[src/design/bcjd_pkg.sv]
// Package for the x86 branch/call decode filter.
// Holds the opcode constants, the small decision tables and the queue entry type.
// No dependencies.
package bcjd_pkg;

  // Opcode match: E8 (call) and E9 (jmp) share all bits but the lowest.
  localparam logic [7:0] OPC_MASK = 8'hFE;
  localparam logic [7:0] OPC_CALL = 8'hE8;
  localparam logic [7:0] MSB_ONES = 8'hFF;
  localparam logic [2:0] MASK3    = 3'h7;

  // Distance value that means "far from the last candidate".
  localparam logic [2:0] FAR_DIST = 3'd4;

  // Index of the last refinement pass on the target; passes count from zero.
  localparam logic [1:0] LAST_PASS = 2'd3;

  // Whether a recent-opcode mask still allows a conversion, indexed by the mask.
  localparam logic [7:0] ALLOWED_TAB = 8'b0001_0111;

  // Which operand byte, counted from the top, the mask points at.
  localparam logic [1:0] BITNUM_TAB [8] = '{2'd0, 2'd1, 2'd2, 2'd2,
                                            2'd3, 2'd3, 2'd3, 2'd3};

  // Number of bytes held from input to decision: four lookahead plus the current one.
  localparam int unsigned BUF_DEPTH = 5;

  // One queue entry: up to five restored bytes, lowest index leaves first.
  typedef struct packed {
    logic [4:0][7:0] bytes;
    logic [2:0]      count;
    logic            last;
  } bcjd_entry_t;

  // A top byte of 00 or FF marks a plausible near target.
  function automatic logic ms_byte_ok(input logic [7:0] b);
    ms_byte_ok = (b == 8'h00) || (b == MSB_ONES);
  endfunction

endpackage

[src/design/bcjd_front.sv]
// Front part of the decode filter: takes bytes, keeps the lookahead window and
// decides on each candidate, converting targets over one to four passes.
// Depends on bcjd_pkg; feeds finished groups of bytes into bcjd_queue.
module bcjd_front (
  input  logic                 clk,
  input  logic                 rst,
  input  logic [7:0]           data_byte,
  input  logic                 end_of_buffer,
  input  logic                 in_valid,
  output logic                 in_ready,
  output logic                 push,
  output bcjd_pkg::bcjd_entry_t push_entry,
  input  logic                 queue_full
);

  typedef enum logic [3:0] {
    S_IDLE   = 4'b0001,
    S_DECIDE = 4'b0010,
    S_REFINE = 4'b0100,
    S_PUSH   = 4'b1000
  } state_t;

  state_t      state;
  logic [7:0]  buf_q [bcjd_pkg::BUF_DEPTH];
  logic [2:0]  fill;
  logic [2:0]  n_held;
  logic        last_r;
  logic [2:0]  used;
  logic [31:0] pos;
  logic [31:0] pos5;
  logic [31:0] src;
  logic [2:0]  mark_dist;
  logic [2:0]  rmask;
  logic [1:0]  pass;
  logic [1:0]  sel;

  // Decision on the oldest byte.
  logic        is_op;
  logic [2:0]  m_shift;
  logic [1:0]  bn;
  logic [2:0]  rej_idx;
  logic        early_reject;
  logic        top_ok;
  logic [2:0]  dist_inc;

  // Refinement pass.
  logic [31:0] dest;
  logic [7:0]  chk_byte;
  logic        refine_stop;
  logic [31:0] src_next;

  // Push side.
  logic [2:0]  emit_count;

  assign in_ready = (state == S_IDLE);

  // Recent-opcode mask aged by the distance to the last rejected candidate.
  always_comb begin
    is_op = (buf_q[0] & bcjd_pkg::OPC_MASK) == bcjd_pkg::OPC_CALL;
    case (mark_dist)
      3'd1:    m_shift = rmask;
      3'd2:    m_shift = {rmask[1:0], 1'b0} & bcjd_pkg::MASK3;
      3'd3:    m_shift = {rmask[0], 2'b00} & bcjd_pkg::MASK3;
      default: m_shift = 3'd0;
    endcase
    bn           = bcjd_pkg::BITNUM_TAB[m_shift];
    rej_idx      = 3'd4 - {1'b0, bn};
    early_reject = (m_shift != 3'd0) &&
                   (!bcjd_pkg::ALLOWED_TAB[m_shift] ||
                    bcjd_pkg::ms_byte_ok(buf_q[rej_idx]));
    top_ok       = bcjd_pkg::ms_byte_ok(buf_q[4]);
    dist_inc     = (mark_dist >= 3'd3) ? bcjd_pkg::FAR_DIST : mark_dist + 3'd1;
  end

  // One refinement pass: subtract, test the selected byte, flip the low bits.
  always_comb begin
    dest = src - pos5;
    case (sel)
      2'd1: begin
        chk_byte = dest[23:16];
        src_next = {dest[31:24], ~dest[23:0]};
      end
      2'd2: begin
        chk_byte = dest[15:8];
        src_next = {dest[31:16], ~dest[15:0]};
      end
      2'd3: begin
        chk_byte = dest[7:0];
        src_next = {dest[31:8], ~dest[7:0]};
      end
      default: begin
        chk_byte = dest[31:24];
        src_next = dest;
      end
    endcase
    refine_stop = (rmask == 3'd0) || (pass == bcjd_pkg::LAST_PASS) ||
                  !bcjd_pkg::ms_byte_ok(chk_byte);
  end

  // Bytes that leave with this item: all of them at the end of a buffer.
  always_comb begin
    if (last_r) begin
      emit_count = n_held;
    end else if (n_held == 3'd5) begin
      emit_count = used;
    end else begin
      emit_count = 3'd0;
    end
    for (int i = 0; i < 5; i++) begin
      push_entry.bytes[i] = buf_q[i];
    end
    push_entry.count = emit_count;
    push_entry.last  = last_r;
    push = (state == S_PUSH) && (emit_count != 3'd0) && !queue_full;
  end

  // Control sequence and window bookkeeping.
  always_ff @(posedge clk) begin
    if (rst) begin
      state     <= S_IDLE;
      fill      <= 3'd0;
      pos       <= 32'd0;
      mark_dist <= bcjd_pkg::FAR_DIST;
      rmask     <= 3'd0;
      n_held    <= 3'd0;
      last_r    <= 1'b0;
      used      <= 3'd1;
      pass      <= 2'd0;
      sel       <= 2'd0;
    end else begin
      case (state)
        S_IDLE: begin
          if (in_valid) begin
            buf_q[fill] <= data_byte;
            n_held      <= fill + 3'd1;
            last_r      <= end_of_buffer;
            used        <= 3'd1;
            state       <= (fill == 3'd4) ? S_DECIDE : S_PUSH;
          end
        end
        S_DECIDE: begin
          if (!is_op) begin
            mark_dist <= dist_inc;
            state     <= S_PUSH;
          end else if (early_reject || !top_ok) begin
            rmask     <= {m_shift[1:0], 1'b1};
            mark_dist <= 3'd1;
            state     <= S_PUSH;
          end else begin
            rmask     <= m_shift;
            sel       <= bn;
            mark_dist <= bcjd_pkg::FAR_DIST;
            used      <= 3'd5;
            src       <= {buf_q[4], buf_q[3], buf_q[2], buf_q[1]};
            pos5      <= pos + 32'd5;
            pass      <= 2'd0;
            state     <= S_REFINE;
          end
        end
        S_REFINE: begin
          if (refine_stop) begin
            buf_q[4] <= dest[24] ? bcjd_pkg::MSB_ONES : 8'h00;
            buf_q[3] <= dest[23:16];
            buf_q[2] <= dest[15:8];
            buf_q[1] <= dest[7:0];
            state    <= S_PUSH;
          end else begin
            src  <= src_next;
            pass <= pass + 2'd1;
          end
        end
        S_PUSH: begin
          if (emit_count == 3'd0 || !queue_full) begin
            state <= S_IDLE;
            if (last_r) begin
              fill      <= 3'd0;
              pos       <= 32'd0;
              mark_dist <= bcjd_pkg::FAR_DIST;
              rmask     <= 3'd0;
            end else if (n_held == 3'd5) begin
              pos <= pos + {29'd0, used};
              if (used == 3'd5) begin
                fill <= 3'd0;
              end else begin
                for (int i = 0; i < 4; i++) begin
                  buf_q[i] <= buf_q[i + 1];
                end
                fill <= 3'd4;
              end
            end else begin
              fill <= n_held;
            end
          end
        end
        default: begin
          state <= S_IDLE;
        end
      endcase
    end
  end

  // The window never holds more than four bytes between items.
  a_fill_bound: assert property (@(posedge clk) disable iff (rst)
    (state == S_IDLE) |-> (fill <= 3'd4))
    else $error("lookahead window overfilled");

  // The last refinement pass always ends the conversion.
  a_pass_bound: assert property (@(posedge clk) disable iff (rst)
    (state == S_REFINE && pass == bcjd_pkg::LAST_PASS) |=> (state == S_PUSH))
    else $error("refinement ran past its last pass");

endmodule

[src/design/bcjd_queue.sv]
// Short queue of byte groups between the front and back parts of the filter.
// Depends on bcjd_pkg for the entry type.
module bcjd_queue #(
  parameter int unsigned DEPTH = 2
) (
  input  logic                  clk,
  input  logic                  rst,
  input  logic                  push,
  input  bcjd_pkg::bcjd_entry_t push_entry,
  output logic                  full,
  input  logic                  pop,
  output logic                  head_valid,
  output bcjd_pkg::bcjd_entry_t head
);

  localparam int unsigned PTR_W = (DEPTH > 1) ? $clog2(DEPTH) : 1;
  localparam int unsigned CNT_W = $clog2(DEPTH + 1);
  localparam logic [PTR_W-1:0] PTR_LAST = PTR_W'(DEPTH - 1);
  localparam logic [CNT_W-1:0] CNT_FULL = CNT_W'(DEPTH);

  bcjd_pkg::bcjd_entry_t entries [DEPTH];
  logic [PTR_W-1:0] wr_ptr;
  logic [PTR_W-1:0] rd_ptr;
  logic [CNT_W-1:0] count;
  logic             do_pop;

  assign full       = (count == CNT_FULL);
  assign head_valid = (count != '0);
  assign head       = entries[rd_ptr];
  assign do_pop     = pop && head_valid;

  // Entry storage.
  always_ff @(posedge clk) begin
    if (push && !full) begin
      entries[wr_ptr] <= push_entry;
    end
  end

  // Pointers and occupancy.
  always_ff @(posedge clk) begin
    if (rst) begin
      wr_ptr <= '0;
      rd_ptr <= '0;
      count  <= '0;
    end else begin
      if (push && !full) begin
        wr_ptr <= (wr_ptr == PTR_LAST) ? '0 : wr_ptr + 1'b1;
      end
      if (do_pop) begin
        rd_ptr <= (rd_ptr == PTR_LAST) ? '0 : rd_ptr + 1'b1;
      end
      if ((push && !full) && !do_pop) begin
        count <= count + 1'b1;
      end else if (!(push && !full) && do_pop) begin
        count <= count - 1'b1;
      end
    end
  end

  // The front never offers a group while the queue is full.
  a_no_overflow: assert property (@(posedge clk) disable iff (rst)
    push |-> !full)
    else $error("push into a full queue");

endmodule

[src/design/bcjd_back.sv]
// Back part of the decode filter: sends the bytes of each queued group one per
// transaction. Depends on bcjd_pkg for the entry type.
module bcjd_back (
  input  logic                  clk,
  input  logic                  rst,
  input  logic                  head_valid,
  input  bcjd_pkg::bcjd_entry_t head,
  output logic                  pop,
  output logic                  out_valid,
  input  logic                  out_ready,
  output logic [7:0]            out_byte,
  output logic                  out_last
);

  logic [2:0] idx;
  logic       at_end;

  // Current byte of the head group.
  always_comb begin
    at_end    = (idx == head.count - 3'd1);
    out_valid = head_valid;
    out_byte  = head.bytes[idx];
    out_last  = head.last && at_end;
    pop       = head_valid && out_ready && at_end;
  end

  // Byte index within the group.
  always_ff @(posedge clk) begin
    if (rst) begin
      idx <= 3'd0;
    end else if (head_valid && out_ready) begin
      idx <= at_end ? 3'd0 : idx + 3'd1;
    end
  end

  // The index stays inside the group being sent.
  a_idx_in_group: assert property (@(posedge clk) disable iff (rst)
    head_valid |-> (idx < head.count))
    else $error("byte index beyond group");

endmodule

[src/design/x86_branch_call_decode_filter_unit.sv]
// Top level of the x86 branch/call decode filter.
// Instantiates bcjd_front, bcjd_queue and bcjd_back; uses bcjd_pkg.
//
// Restores a buffer that went through the x86 call/jump filter, one byte per
// input transaction. Four bytes are held back as lookahead, so output trails
// input; an E8/E9 whose operand converts leaves as five bytes together, and
// the transaction with s_axis_tlast flushes the held bytes (the final one with
// m_axis_tlast) and clears all state for the next buffer. The front part takes
// a byte through the idle and push states while the window fills, adds the
// decide state once the oldest byte is decided, and one to four refinement
// passes of the 32-bit subtractor when a target is converted, waiting on a
// full queue. The back part sends one byte per cycle while a group is queued
// and m_axis_tready is high, and the queue between them, QUEUE_DEPTH groups
// deep, lets each side stall without holding up the other.
module x86_branch_call_decode_filter_unit #(
  parameter int unsigned QUEUE_DEPTH = 2
) (
  input  logic       clk,
  input  logic       rst,
  input  logic       s_axis_tvalid,
  output logic       s_axis_tready,
  input  logic [7:0] s_axis_tdata,   // [7:0] data_byte
  input  logic       s_axis_tlast,
  output logic       m_axis_tvalid,
  input  logic       m_axis_tready,
  output logic [7:0] m_axis_tdata,   // [7:0] out_byte
  output logic       m_axis_tlast
);

  logic                  push;
  bcjd_pkg::bcjd_entry_t push_entry;
  logic                  queue_full;
  logic                  pop;
  logic                  head_valid;
  bcjd_pkg::bcjd_entry_t head;

  // Window, decision and target conversion.
  bcjd_front u_front (
    .clk           (clk),
    .rst           (rst),
    .data_byte     (s_axis_tdata),
    .end_of_buffer (s_axis_tlast),
    .in_valid      (s_axis_tvalid),
    .in_ready      (s_axis_tready),
    .push          (push),
    .push_entry    (push_entry),
    .queue_full    (queue_full)
  );

  // Groups of restored bytes waiting to be sent.
  bcjd_queue #(
    .DEPTH (QUEUE_DEPTH)
  ) u_queue (
    .clk        (clk),
    .rst        (rst),
    .push       (push),
    .push_entry (push_entry),
    .full       (queue_full),
    .pop        (pop),
    .head_valid (head_valid),
    .head       (head)
  );

  // Byte-by-byte output.
  bcjd_back u_back (
    .clk        (clk),
    .rst        (rst),
    .head_valid (head_valid),
    .head       (head),
    .pop        (pop),
    .out_valid  (m_axis_tvalid),
    .out_ready  (m_axis_tready),
    .out_byte   (m_axis_tdata),
    .out_last   (m_axis_tlast)
  );

endmodule
[config.mk]
export PLATFORM = sky130hd
export DESIGN_NAME = x86_branch_call_decode_filter_unit
export DESIGN_NICKNAME = d
export VERILOG_FILES = /design/src/design/bcjd_pkg.sv /design/src/design/bcjd_front.sv /design/src/design/bcjd_queue.sv /design/src/design/bcjd_back.sv /design/src/design/x86_branch_call_decode_filter_unit.sv
export SDC_FILE = /design/constraint.sdc
export NUM_CORES = 1
export LEC_CHECK = 0
export ABC_AREA = 1
export ABC_CLOCK_PERIOD_IN_PS = 5200
export BUFFER_PORTS_ARGS = -buffer_cell sky130_fd_sc_hd__buf_4
export CAP_MARGIN = 20
export CELL_PAD_IN_SITES_DETAIL_PLACEMENT = 0
export CELL_PAD_IN_SITES_GLOBAL_PLACEMENT = 1
export CORE_MARGIN = 2
export CORE_UTILIZATION = 44
export CTS_CLUSTER_DIAMETER = 60
export DETAILED_ROUTE_END_ITERATION = 16
export GPL_TIMING_DRIVEN = 1
export PLACE_DENSITY = 0.82
export RECOVER_POWER = 25
export SKIP_LAST_GASP = 1
export SLEW_MARGIN = 20
export SYNTH_ARGS = -nofsm -noshare
export SYNTH_HDL_FRONTEND = slang
export SYNTH_SLANG_ARGS = --single-unit
[constraint.sdc]
create_clock -name clk -period 5.2 [get_ports clk]
set_clock_uncertainty 0.05 [all_clocks]
set_input_delay 1.04 -clock clk [delete_from_list [all_inputs] [get_ports clk]]
set_output_delay 1.04 -clock clk [all_outputs]
set_load 0.01 [all_outputs]
# Word level (Yosys, flattened, before mapping)
# Memory sizes are Yosys's and may differ from the RTL's. A register that Yosys moved wholly into a read port is not among the register bits.
# Cells that the tools add are included.
# word_totals
ff_bits	127
mem_bits_rw	128
romBits	24
inputBits	13
out_inout_bits	11
wordCells	202
mem_count	4
# classes
n_addsub	13
magnitude_cmp	4
n_eq_ne	27
n_mux	79
n_bitwise	9
reduce_logical	50
# memory_table
memory	depth	width	read_ports	rd_clocked_by_memory_dff	write_ports	line_no	source
u_queue.entries	2	44	1	1	1	bcjd_queue.sv:21	bcjd_pkg::bcjd_entry_t entries [DEPTH];
u_front.buf_q	5	8	6	0	4	bcjd_front.sv:24	logic [7:0] buf_q [bcjd_pkg::BUF_DEPTH];
(name not given)	8	2	1	0	0	bcjd_front.sv:66	bn = bcjd_pkg::BITNUM_TAB[m_shift];
(name not given)	8	1	1	0	0	bcjd_front.sv:69	(!bcjd_pkg::ALLOWED_TAB[m_shift] ||
# op_table
operator	n
32-bit two-way mux	5
24-bit case mux with 3 select lines	1
32-bit case mux with 2 select lines	1
3-bit two-way mux	20
8-bit two-way mux	7
32-bit by 3-bit adder with 32-bit output	1
32-bit by 3-bit adder with 32-bit output (second input constant)	1
32-bit subtractor	1
8-bit binary-select mux with 3-bit select	1
8-bit == test (second input constant)	3
8-bit zero test	3
1-bit two-way mux	24
4-bit two-way mux	6
24-bit inverter	1
8-bit case mux with 3 select lines	1
3-bit case mux with 2 select lines	3
16-bit inverter	1
4-bit case mux with 4 select lines	1
4-bit AND reduction	4
8-bit OR reduction	2
2-bit two-way mux	7
3-bit AND reduction	4
2-bit nonzero test	6
1-bit logical AND	10
34 further kinds	68

# Logic depth before layout (Yosys ltp)
# Gate-level depths: netlist of the first run.
# An unclocked memory read counts as a cell.
# depth
ltp_word	16
mapped_depth	26
ltp_nobuf	25

# Modules after synthesis
# From an unflattened synthesis of the first run, not the netlist that was laid out.
# hier_totals
hier_cells	2110
area_unflattened_um2	16962.5
# modules_own_cells
mod	instances	cells_per_inst	area_per_inst_um2	seq_area_each_um2
bcjd_front	1	1813	12694.7	4924.7
bcjd_queue	1	174	3623.5	2742.6
bcjd_back	1	123	644.4	60.1

# Worst setup path after synthesis of the first run
# No wires, ideal clock.
# synth_timing
path_type	register -> register
from	register u_front.mark_dist[0]
to	register u_front.src[0], enable pin
setup_time_ns	0.432
arrival_time_ns	4.612
required_ns	4.718
path_slack_ns	0.107
stages_incl_launch_ff	24
path_buffers	4
synth_period_minus_slack_ns	5.093
path_cell_list	dfxtp_1 ha_1 ha_1 nand2_1 nand2_1 nor2_4 buf_4 inv_1 nor2_1 ha_1 buf_2 inv_1 clkbuf_1 nand3_1 nand3_1 nand2_1 nand2_1 nor2_1 nand2_1 nand2_1 nand2_2 nand4_1 buf_6 a21oi_1
# synth_via
elab_chain_len	15
word_cells_on_any_way	22
classes_between	add/sub (1); eq/ne (5); mux (4); bitwise (1); reduce/logical (8); memory (3)
# synth_rtl
item	line_no	source
from (decl)	bcjd_front.sv:32	logic [2:0] mark_dist;
from (signal assigned)	bcjd_front.sv:123	mark_dist <= bcjd_pkg::FAR_DIST;
from (signal assigned)	bcjd_front.sv:143	mark_dist <= dist_inc;
from (signal assigned)	bcjd_front.sv:152	mark_dist <= bcjd_pkg::FAR_DIST;
3-bit by 2-bit == test with 1-bit output / 3-bit by 1-bit == test with 1-bit output (equally long branches)	bcjd_front.sv:60	case (mark_dist)
3-bit case mux with 3 select lines (*)	bcjd_front.sv:60	
3-bit inverter with 4-bit output (not written as such)	bcjd_front.sv:66	
memory 8 x 2 bit	-	
2-bit two-way mux (not written as such) (2 in a row)	bcjd_front.sv:66	
3-bit by 2-bit subtractor with 3-bit output	bcjd_front.sv:67	rej_idx = 3'd4 - {1'b0, bn};
memory 5 x 8 bit	-	
8-bit == test / 8-bit zero test (equally long branches)	bcjd_pkg.sv:37	ms_byte_ok = (b == 8'h00) || (b == MSB_ONES);
1-bit logical OR	bcjd_pkg.sv:37	
1-bit logical OR	bcjd_front.sv:69	
1-bit logical AND (*)	bcjd_front.sv:68	early_reject = (m_shift != 3'd0) &&
1-bit logical OR (*)	bcjd_front.sv:145	end else if (early_reject || !top_ok) begin
2-bit inequality test (no line) (*)	-	
5-bit AND reduction (no line) (*)	-	
to (signal assigned)	bcjd_front.sv:154	src <= {buf_q[4], buf_q[3], buf_q[2], buf_q[1]};
to (signal assigned)	bcjd_front.sv:168	src <= src_next;
to (decl)	bcjd_front.sv:31	logic [31:0] src;
# Mark *: on every way between the ends. The rest lies on a longest branch, timed or not. The select of a mux whose other input is x is not followed.
# A chain may end at the register's enable or synchronous reset.

# Final worst setup path of the first run
# layout_timing
from	register u_front.mark_dist[0]
to	register u_front.pos5[11], enable pin
# layout_via
elab_chain_len	15
word_cells_on_any_way	22
classes_between	add/sub (1); eq/ne (4); mux (4); bitwise (2); reduce/logical (8); memory (3)
# layout_rtl
item	line_no	source
3-bit by 2-bit == test with 1-bit output / 3-bit by 1-bit == test with 1-bit output (equally long branches)	bcjd_front.sv:60	
3-bit case mux with 3 select lines (*)	bcjd_front.sv:60	
3-bit inverter with 4-bit output (not written as such)	bcjd_front.sv:66	
memory 8 x 2 bit	-	
2-bit two-way mux (not written as such) (2 in a row)	bcjd_front.sv:66	
3-bit by 2-bit subtractor with 3-bit output	bcjd_front.sv:67	
memory 5 x 8 bit	-	
8-bit == test / 8-bit zero test (equally long branches)	bcjd_pkg.sv:37	
1-bit logical OR	bcjd_pkg.sv:37	
1-bit logical OR	bcjd_front.sv:69	
1-bit logical AND (*)	bcjd_front.sv:68	
1-bit logical OR (*)	bcjd_front.sv:145	
1-bit inverter (no line) (*)	-	
4-bit AND reduction (no line) (*)	-	
to (signal assigned)	bcjd_front.sv:155	pos5 <= pos + 32'd5;
to (decl)	bcjd_front.sv:30	logic [31:0] pos5;
# Marked as above.

==> results of run 1 <==
[cell usage after synthesis, types with 27 or more instances]
| cell | n | area (um2) |
|---|---|---|
| sky130_fd_sc_hd__a21oi_1 | 86 | 430 |
| sky130_fd_sc_hd__clkbuf_1 | 30 | 113 |
| sky130_fd_sc_hd__dfxtp_1 | 62 | 1240 |
| sky130_fd_sc_hd__edfxtp_1 | 216 | 6490 |
| sky130_fd_sc_hd__ha_1 | 44 | 551 |
| sky130_fd_sc_hd__inv_1 | 274 | 1030 |
| sky130_fd_sc_hd__nand2_1 | 606 | 2270 |
| sky130_fd_sc_hd__nand3_1 | 188 | 941 |
| sky130_fd_sc_hd__nor2_1 | 146 | 548 |
| sky130_fd_sc_hd__nor3_1 | 27 | 135 |
| sky130_fd_sc_hd__o21ai_0 | 114 | 571 |
| sky130_fd_sc_hd__xor2_1 | 38 | 333 |
[sequential cells by signal (all words and copies together) (netlist names), named ones only]
| register | cells |
|---|---|
| u_back.idx | 3 |
| u_front.buf_q | 64 |
| u_front.fill | 3 |
| u_front.last_r | 1 |
| u_front.mark_dist | 3 |
| u_front.n_held | 3 |
| u_front.pass | 2 |
| u_front.pos | 32 |
| u_front.pos5 | 32 |
| u_front.rmask | 3 |
| u_front.sel | 2 |
| u_front.src | 32 |
| u_front.state | 4 |
| u_front.used | 1 |
| u_queue.count | 2 |
| u_queue.entries | 88 |
| u_queue.rd_ptr | 1 |
| u_queue.wr_ptr | 1 |
[worst reg2reg max path: stages, from the launching register on]
cell                      delay (ns)
sky130_fd_sc_hd__dfxtp_1        0.41
sky130_fd_sc_hd__ha_1           0.18
sky130_fd_sc_hd__ha_1           0.15
sky130_fd_sc_hd__nand2_1        0.05
sky130_fd_sc_hd__nand2_1        0.11
sky130_fd_sc_hd__nor2_4         0.04
sky130_fd_sc_hd__buf_4          0.25
sky130_fd_sc_hd__nand2_4        0.10
sky130_fd_sc_hd__inv_1          0.04
sky130_fd_sc_hd__ha_1           0.68
sky130_fd_sc_hd__inv_1          0.46
sky130_fd_sc_hd__nand3_1        0.24
sky130_fd_sc_hd__nand2_1        0.07
sky130_fd_sc_hd__nand2_1        0.06
sky130_fd_sc_hd__nand2_1        0.06
sky130_fd_sc_hd__nand2_1        0.07
sky130_fd_sc_hd__nor2_1         0.05
sky130_fd_sc_hd__nand2_1        0.05
sky130_fd_sc_hd__nand2_1        0.09
sky130_fd_sc_hd__nand2_2        0.09
sky130_fd_sc_hd__nand4_1        0.19
sky130_fd_sc_hd__buf_4          0.25
sky130_fd_sc_hd__nor2_2         0.08
sky130_fd_sc_hd__buf_4          0.35
[metal layers]
metal  routed length (um)  global-route usage, %  part of all wire (%)  vias up
met1                22400                   36.7                    46     6446
met4                 1040                   5.35                   2.1        0
met3                 3350                   2.89                   6.8       65
met2                22200                   40.6                    45      437
met5                    0                      0                     0        -
li1                     -                      -                     -     6857
[power by group]
part,leakage (nW),internal [mW],switching [mW]
clock,0.478,1.25,0.907
sequential,2.45,2.40,0.0298
combinational,4.70,0.0557,0.116
[stage by stage]
stage / hold WS [ns] / util [%]
2_1_floorplan: 0.386 / -
3_3_place_gp: 0.400 / 46.4
3_5_place_dp: 0.409 / 46.4
4_1_cts: 0.425 / 49.1
5_1_grt: 0.448 / 49.1
6_report: 0.425 / 49.1
[cell type report]
cell class | count | share of cell area, %
Sequential cell | 278 | 43.0
Multi-Input combinational cell | 1435 | 40.6
Inverter | 293 | 6.12
Clock buffer | 39 | 4.48
Tap cell | 468 | 3.26
Timing Repair Buffer | 39 | 1.46
Clock inverter | 19 | 1.10
[worst min path at each step]
| stage | endpoint | start | depth (start not counted) |
|---|---|---|---|
| floorplan | u_queue.entries[0][4] | u_front.buf_q[0][0] | 0 |
| global placement | u_front.pos[31] | u_front.pos[31] | 1 |
| detailed placement | u_front.pos[31] | u_front.pos[31] | 1 |
| CTS | u_front.rmask[2] | u_front.rmask[2] | 2 |
| global route | u_front.rmask[2] | u_front.rmask[2] | 2 |
| finish | u_front.pos[31] | u_front.pos[31] | 1 |
[cell families after synthesis]
family | count (synthesis) | share of synthesized area [%]
AND/OR/NAND/NOR | 1064 | 28.3
multiplexers | 18 | 1.10
flip-flops | 278 | 47.2
buffers and inverters | 349 | 8.47
XOR/XNOR | 45 | 2.41
adder cells (fa/ha/maj) | 45 | 3.49
AO/OA/AOI/OAI | 263 | 9.07
==> impl_metrics.tcl, run 1 <==
set metrics [dict create \
    post_cts.repair.setup_buffers 0 \
    finalHoldViolCount 0 \
    flow.area_growth_from_synthesis_pct 9.79 \
    clock.fmax_mhz 221 \
    tritoncts "yes" \
    die_h_um 197 \
    std_cell_rows 70 \
    worst_skew_pair.late_latency_ns 0.58 \
    routabilityCongestion 0.914 \
    worst_r2r_endpoint "u_front.pos5[11]" \
    drt_pre_antenna_iters 5 \
    detail_route.vias_per_cell 5.37 \
    preCtsSetupSlack_ns 0.342 \
    post-place-cells 2512 \
    buffer_ports.inserted 23 \
    layout.nets 2136 \
    yosys_warnings 0 \
    hold_crit_class "register to register" \
    crit_slowest_cell "sky130_fd_sc_hd__ha_1" \
    cp_data_arrival_time_ns 4.72 \
    status "completed" \
    wl_per_cell_um 19.0 \
    final.min_clock_period_ns 4.53 \
    r2r_slack_ns 0.67 \
    fillCellCount 3550 \
    first_global_vias 12900 \
    global_route_wire_length_before_repair_mm 74.3 \
    stdcell_area_um2 18000 \
    synth.yosys.seq_area_share_pct 47.2 \
    cts-hold-fix-buffers 0 \
    layout_setup_ws_ns 0.669 \
    cts_num_sinks 278 \
    vias 13800 \
    min_period_over_period_pct 87.1 \
    multi_input_comb_area_um2 7290 \
    final_antenna_net_count 0 \
    syn-cell-area_um2 16400 \
    cts.reportedPaths.clkPinSlew_ns 0.06 \
    die_w_um 197 \
    detailed_place.area_um2 17000 \
    std_cell_core_area_um2 36600 \
    main_synth_ff_type "sky130_fd_sc_hd__edfxtp_1" \
    synth_edf_count 216 \
    number_of_i_o_pins 24 \
    worst_r2r_path_depth 23 \
    finalWirelength_mm 48.9 \
    worstSetupStartpoint "u_front.mark_dist[0]" \
    antenna_found_initial 1 \
    drc_errors 0 \
    power_mw 4.77 \
    criticalPathCategory "register to register" \
    initial_core_util_pct 44.7 \
    async_flop_share_pct 0 \
    grt_setup_unrepaired "false" \
    cap_viol_max_count 0 \
    setup_viol 0 \
    cts_root_buf "sky130_fd_sc_hd__clkbuf_16" \
    drt_first_iter_violations 1267 \
    postSynthRegisterBits 278 \
    maximum_number_of_pins_on_one_net_before_global_route_repair 51 \
    syn_inst 2062 \
    stdcell_count 2571 \
    cellPowerDensity_nw_per_um2 265 \
    post-dp-hpwl_mm 37.0 \
    mostFrequentLayoutCells "sky130_fd_sc_hd__nand2_1 (606), sky130_fd_sc_hd__inv_1 (275), sky130_fd_sc_hd__edfxtp_1 (216)" \
    power.ir.vdd_worst_mv 0.252 \
    die_area_um2 38800 \
    avgSynthCellArea_um2 7.94 \
    crit_path_launch_type "register" \
    cell_occurring_most_often_along_the_worst_timing_path "sky130_fd_sc_hd__nand2_1" \
    cp.buffers_inverters 5 \
    timing.critical_path.max_delay_family "simple AND/OR/NAND/NOR gates" \
    critPathMaxFanout 34 \
    worstReg2RegStart "u_front.mark_dist[0]" \
    critPathCapture "u_front.pos5[11]" \
    worst-endpoint-required_ns 5.38 \
    max-slew-margin-rel_pct 27.4 \
    cts_buffers 31 \
    crit_path_cells "ha_1 > ha_1 > nand2_1 > nand2_1 > nor2_4 > buf_4 > nand2_4 > inv_1 > ha_1 > inv_1 > nand3_1 > nand2_1 > nand2_1 > nand2_1 > nand2_1 > nor2_1 > nand2_1 > nand2_1 > nand2_2 > nand4_1 > buf_4 > nor2_2 > buf_4" \
    netlist-cell-type-count 56 \
    end_kind "register" \
    cp_num_cells 23 \
    postCtsResizedCells 0 \
    sequential_cell_area_um2 7730 \
    grt_usage_pct 25.2 \
    antenna-diode-count 0 \
    power_leakage_nw 7.63 \
    syn_nets 2120 \
    critical-path-max-stage-delay_ns 0.68 \
    htree_num_levels 1 \
    grt-ovfl-total 0 \
    layout.cells.most_common "sky130_fd_sc_hd__nand2_1" \
    timing.setup.tns_ns 0 \
    final_layout_size_suffix_gt1_share_pct 7.56 \
    report.final.slew_viol_count 0 \
    pin_slew_with_the_least_headroom_to_its_limit_ns 1.08 \
    ctsLongestPathBuffers 3 \
]
Note: power is estimated with default switching activity, not from simulation.
==> inputs of run 2 (changes only) <==
- ABC_AREA: 1 -> default
- CORE_UTILIZATION: 44 -> 46
- PLACE_DENSITY: 0.82 -> 0.81
==> run 2 against run 1 <==
Utilization grew 2.7 points. Power shrank 3.5%. Sequential power shrank 2%. Wire length shrank 22%. Setup slack lost 0.31 ns. Largest cell class unchanged. Clock power is essentially flat. Critical endpoint is now u_front.pass[0]. Fmax shrank 6.5%. Critical path type unchanged.
==> impl_metrics.tcl, run 2 <==
set metrics [dict create \
    worst_skew_pair.late_latency_ns 0.58 \
    post_cts.repair.setup_buffers 0 \
    final.min_clock_period_ns 4.85 \
    yosys.area.top_type "sky130_fd_sc_hd__edfxtp_1" \
    detail_route.vias_per_cell 5.69 \
    stdcell_area_um2 16700 \
    largest_registers "u_queue.entries: 88 flops, u_front.buf_q: 64 flops" \
    layout.cells.most_common "sky130_fd_sc_hd__edfxtp_1" \
    wl_per_cell_um 20.2 \
    pin_slew_with_the_least_headroom_to_its_limit_ns 1.09 \
    layout_setup_ws_ns 0.354 \
    cts_root_buf "sky130_fd_sc_hd__clkbuf_16" \
    finalHoldViolCount 0 \
    final_antenna_net_count 0 \
    layout.nets 1482 \
    setup_viol 0 \
    largest_register_ffs 88 \
    routabilityCongestion 0.926 \
    min_period_over_period_pct 93.2 \
    maximum_number_of_pins_on_one_net_before_global_route_repair 60 \
    preCtsSetupSlack_ns 0.201 \
    yosys_warnings 0 \
    cts-hold-fix-buffers 0 \
    syn_inst 1402 \
    grt-ovfl-total 0 \
    post-dp-hpwl_mm 27.9 \
    cp_data_arrival_time_ns 5.26 \
    cap_viol_max_count 0 \
    avgSynthCellArea_um2 10.7 \
    postCtsResizedCells 0 \
    max-slew-margin-rel_pct 26.2 \
    std_cell_rows 66 \
    mostFrequentLayoutCells "sky130_fd_sc_hd__edfxtp_1 (216), sky130_fd_sc_hd__nand2_1 (169), sky130_fd_sc_hd__nor2_1 (122)" \
    drt_first_iter_violations 995 \
    number_of_i_o_pins 24 \
    report.final.slew_viol_count 0 \
    finalWirelength_mm 38.2 \
    detailed_place.area_um2 15700 \
    netlist_top_cells_count "sky130_fd_sc_hd__edfxtp_1 (216), sky130_fd_sc_hd__nand2_1 (169), sky130_fd_sc_hd__nor2_1 (123)" \
    post-route-util_pct 51.8 \
    synth_edf_count 216 \
    antenna_found_initial 0 \
    cellPowerDensity_nw_per_um2 275 \
    largest_register "u_queue.entries" \
    end_kind "register" \
    cts_num_sinks 278 \
    power_mw 4.60 \
    htree_num_levels 1 \
    power_leakage_nw 5.81 \
    vias 10800 \
    critPathMaxFanout 17 \
    synthTopCellsByArea "sky130_fd_sc_hd__edfxtp_1 (43%), sky130_fd_sc_hd__dfxtp_1 (8.3%), sky130_fd_sc_hd__mux4_2 (4.4%)" \
    die_h_um 184 \
    die_area_um2 34000 \
    hold_crit_class "register to register" \
    criticalPathCategory "register to register" \
    syn_nets 1460 \
    cts_buffers 31 \
    syn-cell-area_um2 15000 \
    antenna-diode-count 0 \
    initial_core_util_pct 46.4 \
    status "completed" \
    worst-endpoint-required_ns 5.62 \
    async_flop_share_pct 0 \
    netlist-cell-type-count 74 \
    global_route_wire_length_before_repair_mm 59.2 \
    flow.area_growth_from_synthesis_pct 11.6 \
    cts.reportedPaths.clkPinSlew_ns 0.06 \
    die_w_um 184 \
    crit_path_launch_type "register" \
    grt_setup_unrepaired "false" \
    final_layout_size_suffix_gt1_share_pct 11.2 \
    drt_pre_antenna_iters 5 \
    tritoncts "yes" \
    post-synth-top-count-cell "sky130_fd_sc_hd__edfxtp_1" \
    timing.setup.tns_ns 0 \
    grt_usage_pct 22.4 \
    drc_errors 0 \
    synth_top_area_share_pct 43.3 \
    synth.yosys.seq_area_share_pct 51.6 \
    main_synth_ff_type "sky130_fd_sc_hd__edfxtp_1" \
    postSynthRegisterBits 278 \
    ctsLongestPathBuffers 3 \
    std_cell_core_area_um2 32300 \
    buffer_ports.inserted 23 \
    first_global_vias 10400 \
    power.ir.vdd_worst_mv 0.243 \
    clock.fmax_mhz 206 \
]
run 2: changes by cell type after synthesis, moves of 16 or more:
cell,before,now
sky130_fd_sc_hd__or3_1,0,29
sky130_fd_sc_hd__nand2_1,606,169
sky130_fd_sc_hd__nand2_2,16,0
sky130_fd_sc_hd__mux4_2,0,29
sky130_fd_sc_hd__clkbuf_1,30,54
sky130_fd_sc_hd__inv_2,16,0
sky130_fd_sc_hd__nor2_1,146,123
sky130_fd_sc_hd__nand3_1,188,37
sky130_fd_sc_hd__inv_1,274,52
sky130_fd_sc_hd__xnor2_1,7,65
sky130_fd_sc_hd__nor2_2,16,0
sky130_fd_sc_hd__o21ai_0,114,81
run 2: layer usage:
layer	wire (um)	GRT usage (%)
met5	0	0
met2	18100	37.7
met3	1930	2.71
met1	17200	30.8
met4	927	6.11
run 2: area by class of cell:
type,instances,area (um2)
Tap cell,442,553
Sequential cell,278,7730
Multi-Input combinational cell,1007,6840
Inverter,52,195
Timing Repair Buffer,54,397
Fill cell,2905,15600
Clock buffer,35,801
Clock inverter,22,198
run 2: path summary, 6_finish.rpt:
path | startpoint | endpoint | slack [ns] | cells past startpoint
min | u_front.pass[1] | u_front.pass[1] | 0.43 | 2
max | u_front.mark_dist[1] | u_front.pass[0] | 0.35 | 18
max reg2reg | u_front.mark_dist[1] | u_front.pass[0] | 0.35 | 18
min reg2reg | u_front.pass[1] | u_front.pass[1] | 0.43 | 2
run 2: through the flow:
| step | cells | hold WS [ns] |
|---|---|---|
| 2_1_floorplan | 1402 | 0.390 |
| 3_3_place_gp | 1832 | 0.416 |
| 3_5_place_dp | 1832 | 0.420 |
| 4_1_cts | 1889 | 0.434 |
| 5_1_grt | 1890 | 0.482 |
| 6_report | 1890 | 0.429 |
run 2: where the power goes:
| group | switching, mW | internal [mW] |
|---|---|---|
| registers | 0.0105 | 2.38 |
| logic | 0.0530 | 0.0254 |
| clock network | 0.913 | 1.22 |
run 2: critical path, cell delays in order (launching register included):
cell                       delay, ns
sky130_fd_sc_hd__dfxtp_1        0.34
sky130_fd_sc_hd__inv_1          0.09
sky130_fd_sc_hd__ha_2           0.19
sky130_fd_sc_hd__and3b_2        0.24
sky130_fd_sc_hd__nor3b_4        0.20
sky130_fd_sc_hd__or2_1          0.14
sky130_fd_sc_hd__inv_1          0.04
sky130_fd_sc_hd__ha_1           0.26
sky130_fd_sc_hd__buf_4          0.25
sky130_fd_sc_hd__mux4_2         0.54
sky130_fd_sc_hd__mux2_4         0.27
sky130_fd_sc_hd__or4_1          0.52
sky130_fd_sc_hd__or3_1          0.33
sky130_fd_sc_hd__o22ai_2        0.25
sky130_fd_sc_hd__a211oi_2       0.11
sky130_fd_sc_hd__o21ai_2        0.17
sky130_fd_sc_hd__or2b_4         0.18
sky130_fd_sc_hd__a21bo_1        0.24
sky130_fd_sc_hd__mux2_4         0.30
run 2: logic make-up (layout without fill, tap and decap cells):
group | after synthesis | after routing | share of synthesized area, %
AND/OR/NAND/NOR | 487 | 488 | 15.5
AO/OA/AOI/OAI | 287 | 287 | 11.8
flip-flops | 278 | 278 | 51.6
buffers and inverters | 118 | 163 | 3.22
XOR/XNOR | 116 | 116 | 6.78
multiplexers | 71 | 71 | 7.32
adder cells (fa/ha/maj) | 45 | 45 | 3.81
